File: config.mk
export PLATFORM = sky130hd
export DESIGN_NAME = tsc_ctrl
export DESIGN_NICKNAME = d
export VERILOG_FILES = /design/src/rtl/tsc_pkg.sv /design/src/rtl/tsc_ctrl.sv
export VERILOG_INCLUDE_DIRS = /design/src /design/src/rtl
export SDC_FILE = /design/constraint.sdc
export NUM_CORES = 1
export LEC_CHECK = 0
export BUFFER_PORTS_ARGS = -buffer_cell sky130_fd_sc_hd__buf_4
export CAP_MARGIN = 20
export CORE_MARGIN = 5
export CORE_UTILIZATION = 51
export CTS_CLUSTER_DIAMETER = 30
export DETAILED_ROUTE_END_ITERATION = 16
export PLACE_DENSITY = 0.8
export SLEW_MARGIN = 20
export SYNTH_ARGS = -nofsm -noshare
export SYNTH_HDL_FRONTEND = slang
export SYNTH_SLANG_ARGS = --single-unit
File: constraint.sdc
create_clock -name i_clk -period 7 [get_ports i_clk]
set_input_delay 0.35 -clock i_clk [delete_from_list [all_inputs] [get_ports i_clk]]
set_output_delay 0.35 -clock i_clk [all_outputs]
set_load 0.02 [all_outputs]
File: src/rtl/triggered_scope_capture_assert.svh
// Assertion macros shared by the capture block. Each expects i_clk and i_rst_n in scope.
`ifndef TRIGGERED_SCOPE_CAPTURE_ASSERT_SVH
`define TRIGGERED_SCOPE_CAPTURE_ASSERT_SVH

// A condition that holds at every clock edge outside reset.
`define TSC_ASSERT_ALWAYS(lbl, cond, msg) \
    lbl: assert property (@(posedge i_clk) disable iff (!i_rst_n) (cond)) else $error(msg);

// A consequence that holds in the same cycle as its antecedent.
`define TSC_ASSERT_SAME(lbl, ante, cons, msg) \
    lbl: assert property (@(posedge i_clk) disable iff (!i_rst_n) (ante) |-> (cons)) \
        else $error(msg);

// A consequence that holds in the cycle after its antecedent.
`define TSC_ASSERT_NEXT(lbl, ante, cons, msg) \
    lbl: assert property (@(posedge i_clk) disable iff (!i_rst_n) (ante) |=> (cons)) \
        else $error(msg);

`endif

File: src/rtl/tsc_pkg.sv
package tsc_pkg;

    localparam int BUFFER_DEPTH = 512;
    localparam int ADDR_W       = $clog2(BUFFER_DEPTH);
    localparam int FILL_W       = $clog2(BUFFER_DEPTH + 1);
    localparam int RA_W         = 9;
    localparam int CMP_W        = (FILL_W > RA_W) ? FILL_W : RA_W;
    localparam int TICK_W       = 17;
    localparam int SAMPLE_W     = 16;
    localparam int CFG_IDX_W    = 3;
    localparam int CFG_DATA_W   = 16;

    localparam logic [CFG_IDX_W-1:0] CFG_EXTERNAL_MODE = 3'd0;
    localparam logic [CFG_IDX_W-1:0] CFG_DECIMATION    = 3'd1;
    localparam logic [CFG_IDX_W-1:0] CFG_TRIGGER_LEVEL = 3'd2;
    localparam logic [CFG_IDX_W-1:0] CFG_HYSTERESIS    = 3'd3;
    localparam logic [CFG_IDX_W-1:0] CFG_HOLD_TICKS    = 3'd4;

    typedef enum logic [1:0] {
        SCH_UNKNOWN = 2'd0,
        SCH_LOW     = 2'd1,
        SCH_HIGH    = 2'd2
    } t_sch_state;

    typedef enum logic [1:0] {
        CAUSE_NONE      = 2'd0,
        CAUSE_NO_SOURCE = 2'd1,
        CAUSE_EDGE      = 2'd2,
        CAUSE_TIMEOUT   = 2'd3
    } t_cause;

    typedef struct packed {
        logic                external_mode;
        logic [15:0]         decimation;
        logic [15:0]         trigger_level;
        logic [14:0]         hysteresis;
        logic [15:0]         hold_ticks;
    } t_cfg;

    typedef struct packed {
        logic                write_strobe;
        logic [RA_W-1:0]     write_index;
        logic                waiting;
        t_cause              rearm_cause;
    } t_ctl_res;

    typedef struct packed {
        logic                we;
        logic [ADDR_W-1:0]   addr;
        logic [SAMPLE_W-1:0] data;
    } t_wr_req;

endpackage

File: src/rtl/tsc_ctrl.sv
module tsc_ctrl (
    input  logic                         i_clk,
    input  logic                         i_rst_n,
    input  logic                         i_accept,
    input  logic [tsc_pkg::SAMPLE_W-1:0] i_sample_value,
    input  logic [tsc_pkg::SAMPLE_W-1:0] i_trigger_value,
    input  logic                         i_trigger_present,
    input  tsc_pkg::t_cfg                i_cfg,
    output tsc_pkg::t_ctl_res            o_res,
    output tsc_pkg::t_wr_req             o_wr
);
    import tsc_pkg::*;

    `include "triggered_scope_capture_assert.svh"

    localparam logic [FILL_W-1:0] DEPTH_F = FILL_W'(BUFFER_DEPTH);

    logic [FILL_W-1:0] r_fill, n_fill;
    logic [TICK_W-1:0] r_tick, n_tick;
    t_sch_state        r_sch, n_sch, sch_cur;

    logic [TICK_W-1:0] tick_inc;
    logic [CMP_W-1:0]  fill_ext;
    logic [16:0]       g17, lvl17, thr_lo;
    logic              lvl_hi, lvl_lo, trig_edge;

    assign fill_ext = CMP_W'(r_fill);
    assign tick_inc = r_tick + TICK_W'(1);
    assign g17      = i_cfg.external_mode ? {i_trigger_value[15], i_trigger_value}
                                          : {i_sample_value[15], i_sample_value};
    assign lvl17    = {i_cfg.trigger_level[15], i_cfg.trigger_level};
    assign thr_lo   = lvl17 - {2'b00, i_cfg.hysteresis};
    assign lvl_hi   = $signed(g17) >= $signed(lvl17);
    assign lvl_lo   = $signed(g17) <= $signed(thr_lo);

    always_comb begin
        n_fill    = r_fill;
        n_tick    = r_tick;
        n_sch     = r_sch;
        sch_cur   = r_sch;
        trig_edge = 1'b0;
        o_wr.we   = 1'b0;
        o_wr.addr = r_fill[ADDR_W-1:0];
        o_wr.data = i_sample_value;
        o_res.write_strobe = 1'b0;
        o_res.write_index  = '0;
        o_res.rearm_cause  = CAUSE_NONE;

        // Capture: keep one tick in decimation+1.
        if (r_fill != DEPTH_F) begin
            if (tick_inc > {1'b0, i_cfg.decimation}) begin
                n_tick             = '0;
                n_fill             = r_fill + FILL_W'(1);
                o_wr.we            = 1'b1;
                o_res.write_strobe = 1'b1;
                o_res.write_index  = fill_ext[RA_W-1:0];
            end else begin
                n_tick = tick_inc;
            end
        end

        // Wait for a re-arm event once the buffer is full.
        if (n_fill == DEPTH_F) begin
            if (i_cfg.external_mode && !i_trigger_present) begin
                o_res.rearm_cause = CAUSE_NO_SOURCE;
            end else begin
                // A fresh wait starts with the trigger state forgotten.
                sch_cur = (n_tick == '0) ? SCH_UNKNOWN : r_sch;
                n_tick  = n_tick + TICK_W'(1);
                n_sch   = sch_cur;
                unique case (sch_cur)
                    SCH_LOW: begin
                        if (lvl_hi) begin
                            n_sch     = SCH_HIGH;
                            trig_edge = 1'b1;
                        end
                    end
                    SCH_HIGH: begin
                        if (lvl_lo) begin
                            n_sch = SCH_LOW;
                        end
                    end
                    default: begin
                        if (lvl_hi) begin
                            n_sch = SCH_HIGH;
                        end else if (lvl_lo) begin
                            n_sch = SCH_LOW;
                        end
                    end
                endcase
                if (trig_edge) begin
                    o_res.rearm_cause = CAUSE_EDGE;
                end else if (n_tick >= {1'b0, i_cfg.hold_ticks}) begin
                    o_res.rearm_cause = CAUSE_TIMEOUT;
                end
            end
            if (o_res.rearm_cause != CAUSE_NONE) begin
                n_fill = '0;
                n_tick = '0;
            end
        end

        o_res.waiting = (n_fill == DEPTH_F);
    end

    always_ff @(posedge i_clk) begin
        if (!i_rst_n) begin
            r_fill <= '0;
            r_tick <= '0;
            r_sch  <= SCH_UNKNOWN;
        end else if (i_accept) begin
            r_fill <= n_fill;
            r_tick <= n_tick;
            r_sch  <= n_sch;
        end
    end

    `TSC_ASSERT_ALWAYS(a_fill_bound, r_fill <= DEPTH_F, "fill index beyond buffer depth")
    `TSC_ASSERT_SAME(a_no_store_full, o_wr.we, r_fill != DEPTH_F, "store while buffer full")
    `TSC_ASSERT_NEXT(a_rearm_clears, i_accept && (o_res.rearm_cause != CAUSE_NONE),
                     (r_fill == '0) && (r_tick == '0), "re-arm left counters set")
    `TSC_ASSERT_NEXT(a_wait_holds,
                     i_accept && (r_fill == DEPTH_F) && (o_res.rearm_cause == CAUSE_NONE),
                     r_fill == DEPTH_F, "left waiting without a re-arm")

endmodule

==> flow_metrics.tcl, run 1 <==
set metrics [dict create \
    crit_slowest_cell "dfxtp_1" \
    insertion_delay_ns 0.28 \
    total_power_uw 788 \
    cts_buffers 5 \
    synth_nets 1023 \
    clock_skew_ns 0.00412 \
    die_h_um 119 \
    cts_tree "built" \
    fin_crit_sh_pct 95.3 \
    vias 6812 \
    crit_path_frequent_cell "a21o_1" \
    seq_area_frac_synth_pct 9.60 \
    drt-initial-drc-count 628 \
    pwr-share-comb_pct 44.9 \
    synth_cell_types 76 \
    ys.flop_type "dfxtp_1" \
    final_util_pct 65.9 \
    path_class "reg -> out" \
    die_x_um 119 \
    yosysWarnings 0 \
    final_cell_area_um2 7590 \
    required_ns 6.65 \
    grt_pass1_vias 6469 \
    async_flop_share_pct 0 \
    grt_max_degree 24 \
    initial_core_util_pct 52.5 \
    end_kind "output port" \
    core_area_um2 11500 \
    syn_avg_cell_area_um2 7.25 \
    gr-total-overflow 0 \
    post-dp-hpwl_um 15200 \
    hold_path_class "in -> reg" \
    drc 0 \
    grt_pass1_wl_um 30600 \
    areaGrowthSynthToFinish_pct 25.5 \
    crit_fanout 8 \
    critical-path-top-delay-family "compound AO/OA/AOI/OAI gates" \
    finalNetCount 1147 \
    rows 39 \
    clk_pin_slew_ns 0.05 \
    cts_root_buf "clkbuf_16" \
    synth-edff-count 0 \
    ant_nets 0 \
    antenna_found_initial 0 \
    netlist_area_um2 6050 \
    io_buffers 138 \
    place.gp.congestion 0.970 \
    grt_use_total_pct 25.5 \
    netlist_instances 834 \
    vias_per_cell 6.18 \
    numClockSinks 29 \
    yosysTopAreaCell "ha_1" \
    die-area_um2 14100 \
    cp_num_buf_inv 3 \
    seq_power_share_pct 22.7 \
    synth-seq-cells 29 \
    slowest_delay_ns 0.43 \
    dr.pass1.iters 7 \
    clock_tree.htree_level_count 2 \
    power_density_nw_per_um2 104 \
    dpl_cell_area_um2 7160 \
    fmax_mhz 150 \
    routed_wl_um 19600 \
    synth.top_cell.area_share_pct 18.2 \
    synth_area_leaders "ha_1 (18%), dfxtp_1 (9.6%), inv_1 (5.6%)" \
    post_drt_wl_per_cell_um 17.7 \
    peakVddDrop_mv 0.0811 \
    netSwitchingPower_uw 272 \
    period_needed_ns 6.67 \
    n_antenna_cell 0 \
    tightest_slew_ns 1.07 \
    leakage_uw 0.00375 \
    drv_slew 0 \
    worstSetupStartpointType "flip-flop" \
    ios 139 \
    arrival_ns 6.32 \
    setup_violations 0 \
    status "completed" \
    hold_viol_final 0 \
    slew_headroom_pct 27.0 \
    final.setup.tns_ns 0 \
    drive_above_1_share_pct 27.2 \
    switching_share_pct 34.4 \
    internal_power_uw 517 \
    clkPwrFrac_pct 32.4 \
    max_cap_violations 0 \
    clockBufferDepth 2 \
]
[cell families after synthesis]
| family | count (synthesis) | share of synthesized area [%] |
|---|---|---|
| and+or+nand+nor | 271 | 24.0 |
| DFF | 29 | 9.60 |
| buffers and inverters | 155 | 11.6 |
| adders and majority gates | 89 | 18.5 |
| AOI/OAI and AO/OA | 212 | 24.0 |
| xor gates and xnor gates | 55 | 8.09 |
| muxes | 23 | 4.12 |
[cell usage after synthesis (all sizes together) (5+ instances only)]
cell / n
a2111oi: 5
a211o: 7
a211oi: 7
a21o: 15
a21oi: 42
a22oi: 5
a31oi: 11
and2: 12
and3: 7
buf: 45
clkbuf: 18
dfxtp: 29
ha: 88
inv: 92
mux2: 15
mux2i: 8
nand2: 54
nand2b: 10
nand3: 30
nand4: 20
nor2: 60
nor2b: 8
nor3: 20
nor4: 16
o2111ai: 6
o211a: 5
o211ai: 8
o21a: 12
o21ai: 50
o31ai: 5
or2: 9
or3: 8
xnor2: 32
xor2: 23
[layout make-up]
| class | instances | area, um^2 |
|---|---|---|
| well taps | 143 | 179 |
| repair buffers | 179 | 1360 |
| fillers | 1012 | 3930 |
| clock buffers | 7 | 143 |
| inverters | 92 | 345 |
| multi-input cells | 651 | 4940 |
| flip-flops and latches | 29 | 602 |
| clock inverters | 1 | 30.0 |
[power groups by stage]
stage	registers [uW]	clock network (uW)	logic [uW]
finish	179	256	354
global route	179	260	397
CTS	176	253	339
detailed placement	179	0	336
global placement	179	0	331
floorplan	175	0	230
[worst reg2reg max path, delay by kind of cell (launching register included)]
| family | cells | cell delay [ns] |
|---|---|---|
| mux | 1 | 0.25 |
| fa+ha+maj | 3 | 0.74 |
| compound gates | 13 | 2.64 |
| buf+inv | 3 | 0.53 |
| xor+xnor | 2 | 0.37 |
| flops | 1 | 0.43 |
| simple gates | 8 | 1.47 |
[sequential cells by signal, summed over array words and instances, names as in the netlist]
name	flops
r_tick	17
fill_ext	10
r_sch	2
[layout by cell type (no fill, tap or decap), types with 5 or more instances in the layout]
cell type,Yosys,layout
dfxtp_1,29,18
and3_1,7,7
o211ai_1,5,5
o211a_1,5,5
nor2b_1,8,8
nand2b_1,9,9
a211oi_1,6,5
ha_1,88,86
nand2_1,54,53
o21ai_1,7,8
inv_1,91,90
or2_2,7,6
nor4_1,14,12
a21oi_1,42,41
a21o_1,15,15
buf_4,28,176
or3_1,8,7
o2111ai_1,6,6
xnor2_1,32,31
nand3_1,30,28
dfxtp_2,0,8
nand4_1,18,18
xor2_1,22,22
mux2_2,15,15
o21ai_0,43,41
nor2_1,60,57
and2_1,11,11
clkbuf_16,0,5
a211o_1,7,7
nor3_1,19,16
a31oi_1,11,11
a22oi_1,5,5
o21a_1,12,12
mux2i_1,8,7
[metrics by stage]
stage	instances	worst slack, ns	hold slack [ns]
detailed placement	1082	0.106	0.478
floorplan	834	0.0652	0.456
global placement	1082	0.278	0.473
finish	1102	0.326	0.408
CTS	1091	0.0672	0.402
global route	1102	-0.0135	0.425
[worst paths after layout]
kind | startpoint | to | slack (ns) | cells after the start
setup reg to reg | r_tick[2]$_SDFFE_PN0P_ | r_tick[8]$_SDFFE_PN0P_ | 0.48 | 30
hold / removal | i_rst_n | r_sch[1]$_SDFFE_PN0P_ | 0.41 | 2
hold reg to reg | r_sch[0]$_SDFFE_PN0P_ | r_sch[0]$_SDFFE_PN0P_ | 0.49 | 2
setup / recovery | r_tick[2]$_SDFFE_PN0P_ | o_res[2] | 0.33 | 29
[per-layer routing]
| layer | global-route usage [%] | vias up | wire, um |
|---|---|---|---|
| li1 | - | 3241 | - |
| met1 | 32.5 | 3086 | 7520 |
| met2 | 43.0 | 408 | 9000 |
| met3 | 4.74 | 77 | 2130 |
| met4 | 9.20 | 0 | 908 |
| met5 | 0 | - | 0 |
[timing repair]
| action | in CTS | in global routing |
|---|---|---|
| setup endpoints to repair | 2 | 20 |
| pin swaps | 0 | 17 |
| hold buffers | 0 | 0 |
| resized for setup | 4 | 39 |
| setup buffers | 1 | 10 |
| cloned | 0 | 1 |
Power figures use the tool's default switching activity.
==> run 2: changes to the inputs <==
ABC_AREA = 1   (was not set)
PLACE_DENSITY = 0.81   (was 0.8)
SLEW_MARGIN = not set   (was 20)
==> run 2 against run 1 <==
- critical path type unchanged
- utilization shrank 4.8 points
- sequential power grew 5%
- largest power group unchanged
- register-to-register slack gained 0.83 ns
- combinational power grew 17%
- clock power grew 2%
- sequential cell count is the same
- worst hold slack gained 0.0093 ns
- global-route usage shrank 2.8 points
- via count shrank 10%
- design area shrank 8.8%
==> flow_metrics.tcl, run 2 <==
set metrics [dict create \
    arrival_ns 5.89 \
    slowest_delay_ns 0.42 \
    place_ws_ns 1.12 \
    io_buffers 138 \
    grt_max_degree 34 \
    fin_crit_sh_pct 89.1 \
    power_density_nw_per_um2 124 \
    final_cell_mix "nand2_1 (225), inv_1 (171), buf_4 (138), ha_1 (88), a21oi_1 (71)" \
    gr-total-overflow 0 \
    cts-hold-fix-buffers 0 \
    dr.pass1.iters 7 \
    drc 0 \
    syn_avg_cell_area_um2 6.17 \
    fmax_mhz 160 \
    finalNetCount 1234 \
    crit_fanout 17 \
    clock_tree.htree_level_count 2 \
    synth-seq-cells 29 \
    final.setup.tns_ns 0 \
    vias 6113 \
    ios 139 \
    grt_use_total_pct 22.7 \
    min_delay_worst_endpoint "fill_ext[9]$_SDFFE_PN0P_" \
    max_cap_violations 0 \
    areaGrowthSynthToFinish_pct 18.7 \
    clockBufferDepth 2 \
    async_flop_share_pct 0 \
    tightest_slew_ns 0.972 \
    ys.flop_type "dfxtp_1" \
    mostFrequentLayoutCell "nand2_1" \
    startpoint "r_tick[0]$_SDFFE_PN0P_" \
    setup_violations 0 \
    clock_skew_ns 0.00521 \
    crit_slowest_cell "dfxtp_1" \
    rr_endpoint "r_tick[13]$_SDFFE_PN0P_" \
    routed_wl_um 15500 \
    die-area_um2 13700 \
    rows 39 \
    synth.top_cell.area_share_pct 18.9 \
    cts_tree "built" \
    ys_top_cells_by_count "nand2_1 (225), inv_1 (171), ha_1 (88), a21oi_1 (71), nor2_1 (69)" \
    vias_per_cell 5.14 \
    r2r_start "r_tick[0]$_SDFFE_PN0P_" \
    placed_cells 1181 \
    drt-initial-drc-count 363 \
    synth_cell_types 52 \
    core_area_um2 11300 \
    numClockSinks 29 \
    peakVddDrop_mv 0.0942 \
    initial_core_util_pct 51.5 \
    required_ns 6.65 \
    holdWs_ns 0.417 \
    post-dp-hpwl_um 12900 \
    post_drt_wl_per_cell_um 13.0 \
    rsz0062_at_grt "false" \
    end_kind "output port" \
    worst-r2r-cell-count 34 \
    place.gp.congestion 0.942 \
    netlist_area_um2 5830 \
    ant_nets 0 \
    drv_slew 0 \
    n_antenna_cell 0 \
    r2r_slack_ns 1.31 \
    grt_pass1_vias 5748 \
    drive_above_1_share_pct 19.5 \
    worstSetupStartpointType "flip-flop" \
    insertion_delay_ns 0.28 \
    hold_depth 3 \
    cts-resized-gates 0 \
    cts_buffers 5 \
    largest_reg_flops 17 \
    nFillCells 1101 \
    die_h_um 117 \
    crit_path_frequent_cell "nand2_1" \
    status "completed" \
    synth_nets 1134 \
    die_x_um 117 \
    hold_path_class "in -> reg" \
    holdCritStartpoint "i_rst_n" \
    hold_viol_final 0 \
    critical-path-top-delay-family "simple AND/OR/NAND/NOR gates" \
    antenna_found_initial 0 \
    synth-edff-count 0 \
    cts_root_buf "clkbuf_16" \
    leakage_uw 0.00389 \
    total_power_uw 861 \
    cp_num_buf_inv 4 \
    yosysWarnings 0 \
    regMostFlops "r_tick" \
    synth_area_leaders "ha_1 (19%), nand2_1 (14%), inv_1 (11%)" \
    yosysMostFrequentCell "nand2_1" \
    final_cells 1189 \
    setup_ws_ns 0.760 \
    post_cts_buffers 0 \
    period_needed_ns 6.24 \
    path_class "reg -> out" \
    yosysTopAreaCell "ha_1" \
    slew_headroom_pct 35.1 \
    netlist_instances 945 \
    clk_pin_slew_ns 0.05 \
    seq_area_frac_synth_pct 9.95 \
    grt_pass1_wl_um 25500 \
]
[run 2: changes by cell type in the layout (fill, tap and decap cells not counted), sizes merged, moves of 10 or more]
cell | before | now
and2 | 12 | 2
a21oi | 42 | 77
nor4 | 16 | 4
nand2 | 54 | 242
inv | 92 | 177
xnor2 | 32 | 9
a31oi | 11 | 0
buf | 179 | 138
nand2b | 10 | 0
nor2 | 60 | 80
a21o | 15 | 2
xor2 | 23 | 34
o21a | 12 | 1
mux2 | 15 | 0
[run 2: cell families (layout without fill, tap and decap cells)]
family                   Yosys count  in the layout  synth area share, %
multiplexers                       1              1                0.172
buffers and inverters            226            327                 17.0
flip-flops                        29             29                 9.95
AND/OR/NAND/NOR                  401            401                 32.3
adder cells (fa/ha/maj)           89             89                 19.2
XOR/XNOR                          43             43                 6.46
AO/OA/AOI/OAI                    156            156                 14.9
[run 2: cell type report]
class | count | area, um^2 | area share [%]
inverters | 181 | 687 | 9.92
clock inverters | 2 | 37.5 | 0.542
flip-flops and latches | 29 | 581 | 8.39
well taps | 143 | 179 | 2.58
clock buffers | 6 | 139 | 2.01
repair buffers | 138 | 1040 | 15.0
multi-input cells | 690 | 4260 | 61.6
[run 2: how the worst max path moves through the flow]
stage                          end  cells after the start
final                     o_res[0]                     36
after global routing      o_res[0]                     36
after CTS                 o_res[0]                     36
after detailed placement  o_res[0]                     36
after global placement    o_res[0]                     36
after floorplan           o_res[0]                     36
[run 2: routing by layer]
layer | global-route usage (%) | up-vias | share of wire (%)
met3 | 3.14 | 28 | 5.5
met4 | 5.89 | 0 | 1.9
met5 | 0 | - | 0
met1 | 28.6 | 2726 | 43
met2 | 40.5 | 162 | 49
li1 | - | 3197 | -
[run 2: power by group]
part / internal [uW] / leakage [uW] / switching [uW]
registers: 175 / 0.000238 / 12.6
logic: 173 / 0.00357 / 241
clock network: 177 / 0.0000831 / 82.6
[run 2: through the flow]
stage	cell area [um^2]	util (%)
2_1_floorplan	5830	-
3_3_place_gp	6750	59.6
3_5_place_dp	6750	59.6
4_1_cts	6920	61.2
5_1_grt	6920	61.2
6_report	6920	61.2
[run 2: worst register-to-register path, delay by kind of cell (launching register included)]
kind                     cells  cell delay [ns]
buffers and inverters        2             0.16
adder cells (fa/ha/maj)      3             0.85
AO/OA/AOI/OAI                7             0.88
XOR/XNOR                     2             0.51
flip-flops                   1             0.42
AND/OR/NAND/NOR             20             2.80
==> run 3: changes to the inputs <==
CORE_MARGIN = 2   (was 5)
RECOVER_POWER = 25   (was not set)
==> run 3 against run 2 <==
- critical path type unchanged
- die area down 10%
- worst hold slack better by 0.0095 ns
- wire length is 2.6% lower
- clock power about the same
- via count about the same
- non-clock buffer count unchanged
- design area is 0.92% lower
- register-to-register slack improved by 0.04 ns
- global-route usage grew 1.4 points
- first-iteration DRC count down 4.1%
- critical path depth unchanged
- sequential cell count did not move
==> flow_metrics.tcl, run 3 (same netlist as run 2, synthesis figures left out) <==
set metrics [dict create \
    required_ns 6.65 \
    vias_per_cell 5.15 \
    die-area_um2 12300 \
    crit_path_frequent_cell "nand2_1" \
    ios 139 \
    clockBufferDepth 2 \
    final_cell_mix "nand2_1 (225), inv_1 (171), buf_4 (121), ha_1 (88), a21oi_1 (71)" \
    post_drt_wl_per_cell_um 12.7 \
    finalNetCount 1234 \
    initial_core_util_pct 51.8 \
    crit_fanout 17 \
    grt_pass1_vias 5870 \
    clk_pin_slew_ns 0.06 \
    drive_above_1_share_pct 17.9 \
    grt_use_total_pct 24.1 \
    period_needed_ns 6.17 \
    power_density_nw_per_um2 125 \
    setup_violations 0 \
    cts_buffers 5 \
    place.gp.congestion 0.919 \
    numClockSinks 29 \
    path_class "reg -> out" \
    fmax_mhz 162 \
    dpl_cell_area_um2 6750 \
    arrival_ns 5.82 \
    end_kind "output port" \
    hold_path_class "in -> reg" \
    drc 0 \
    die_x_um 111 \
    drv_slew 0 \
    vias 6118 \
    largest_reg_flops 17 \
    slew_headroom_pct 34.4 \
    max_cap_violations 0 \
    routed_wl_um 15100 \
    worstSetupStartpointType "flip-flop" \
    status "completed" \
    clock_skew_ns 0.00716 \
    startpoint "r_tick[5]$_SDFFE_PN0P_" \
    grt_max_degree 34 \
    peakVddDrop_mv 0.0871 \
    die_h_um 111 \
    regMostFlops "r_tick" \
    slowest_delay_ns 0.46 \
    cts-hold-fix-buffers 0 \
    drt-initial-drc-count 348 \
    final_cell_area_um2 6860 \
    core_area_um2 11300 \
    antenna_found_initial 0 \
    holdCritStartpoint "i_rst_n" \
    ant_nets 0 \
    post_cts_buffers 0 \
    fin_crit_sh_pct 88.2 \
    insertion_delay_ns 0.28 \
    mostFrequentLayoutCell "nand2_1" \
    post-dp-hpwl_um 12300 \
    gr-total-overflow 0 \
    io_buffers 138 \
    tightest_slew_ns 0.983 \
    cts_root_buf "clkbuf_16" \
    r2r_start "r_tick[5]$_SDFFE_PN0P_" \
    cts_tree "built" \
    grt_pass1_wl_um 25500 \
    final.setup.tns_ns 0 \
    rsz0062_at_grt "false" \
    n_antenna_cell 0 \
    rows 39 \
    areaGrowthSynthToFinish_pct 17.6 \
    crit_slowest_cell "dfxtp_1" \
    hold_viol_final 0 \
    cts-resized-gates 0 \
    clock_tree.htree_level_count 2 \
    dr.pass1.iters 5 \
    leakage_uw 0.00383 \
]
## run 3: final cells by class
class                   count  area [um^2]
fillers                  1113         4410
multi-input cells         690         4260
repair buffers            138          972
inverters                 181          687
flip-flops and latches     29          581
well taps                 143          179
clock buffers               6          139
clock inverters             2         37.5
## run 3: final timing paths
path / endpoint / slack, ns / depth (start not counted)
worst min register to register: r_tick[11]$_SDFFE_PN0P_ / 0.51 / 2
worst max register to register: r_tick[13]$_SDFFE_PN0P_ / 1.35 / 36
worst max-delay path: o_res[0] / 0.83 / 36
worst min-delay path: fill_ext[2]$_SDFFE_PN0P_ / 0.43 / 3
## run 3: layer usage
layer | share of wire (%) | vias to the layer above | GRT usage [%]
met5 | 0 | - | 0
met4 | 1.6 | 0 | 6.08
met3 | 5.3 | 25 | 3.28
met2 | 49 | 192 | 43.8
met1 | 44 | 2711 | 29.8
li1 | - | 3190 | -
## run 3: per-stage QoR
step	utilization, %	hold slack, ns	cells	worst slack [ns]	power [uW]
after floorplan	-	0.471	945	1.83	486
after global placement	59.9	0.494	1181	1.37	593
after detailed placement	59.9	0.498	1181	1.18	601
after CTS	61.4	0.413	1189	0.876	862
after global routing	60.9	0.429	1189	0.108	925
final	60.9	0.427	1189	0.826	858
## run 3: critical path: cells and delay by family (launching register included)
kind | cells | cell delay, ns
buffers and inverters | 5 | 0.48
AO/OA/AOI/OAI | 6 | 0.83
adder cells (fa/ha/maj) | 3 | 0.83
flip-flops | 1 | 0.46
XOR/XNOR | 1 | 0.18
AND/OR/NAND/NOR | 21 | 2.76
## run 3: power by group
group | total, uW | leakage (uW) | switching, uW | internal (uW)
clock network | 261 | 0.0000831 | 83.8 | 177
logic | 409 | 0.00351 | 241 | 168
registers | 188 | 0.000238 | 12.7 | 175
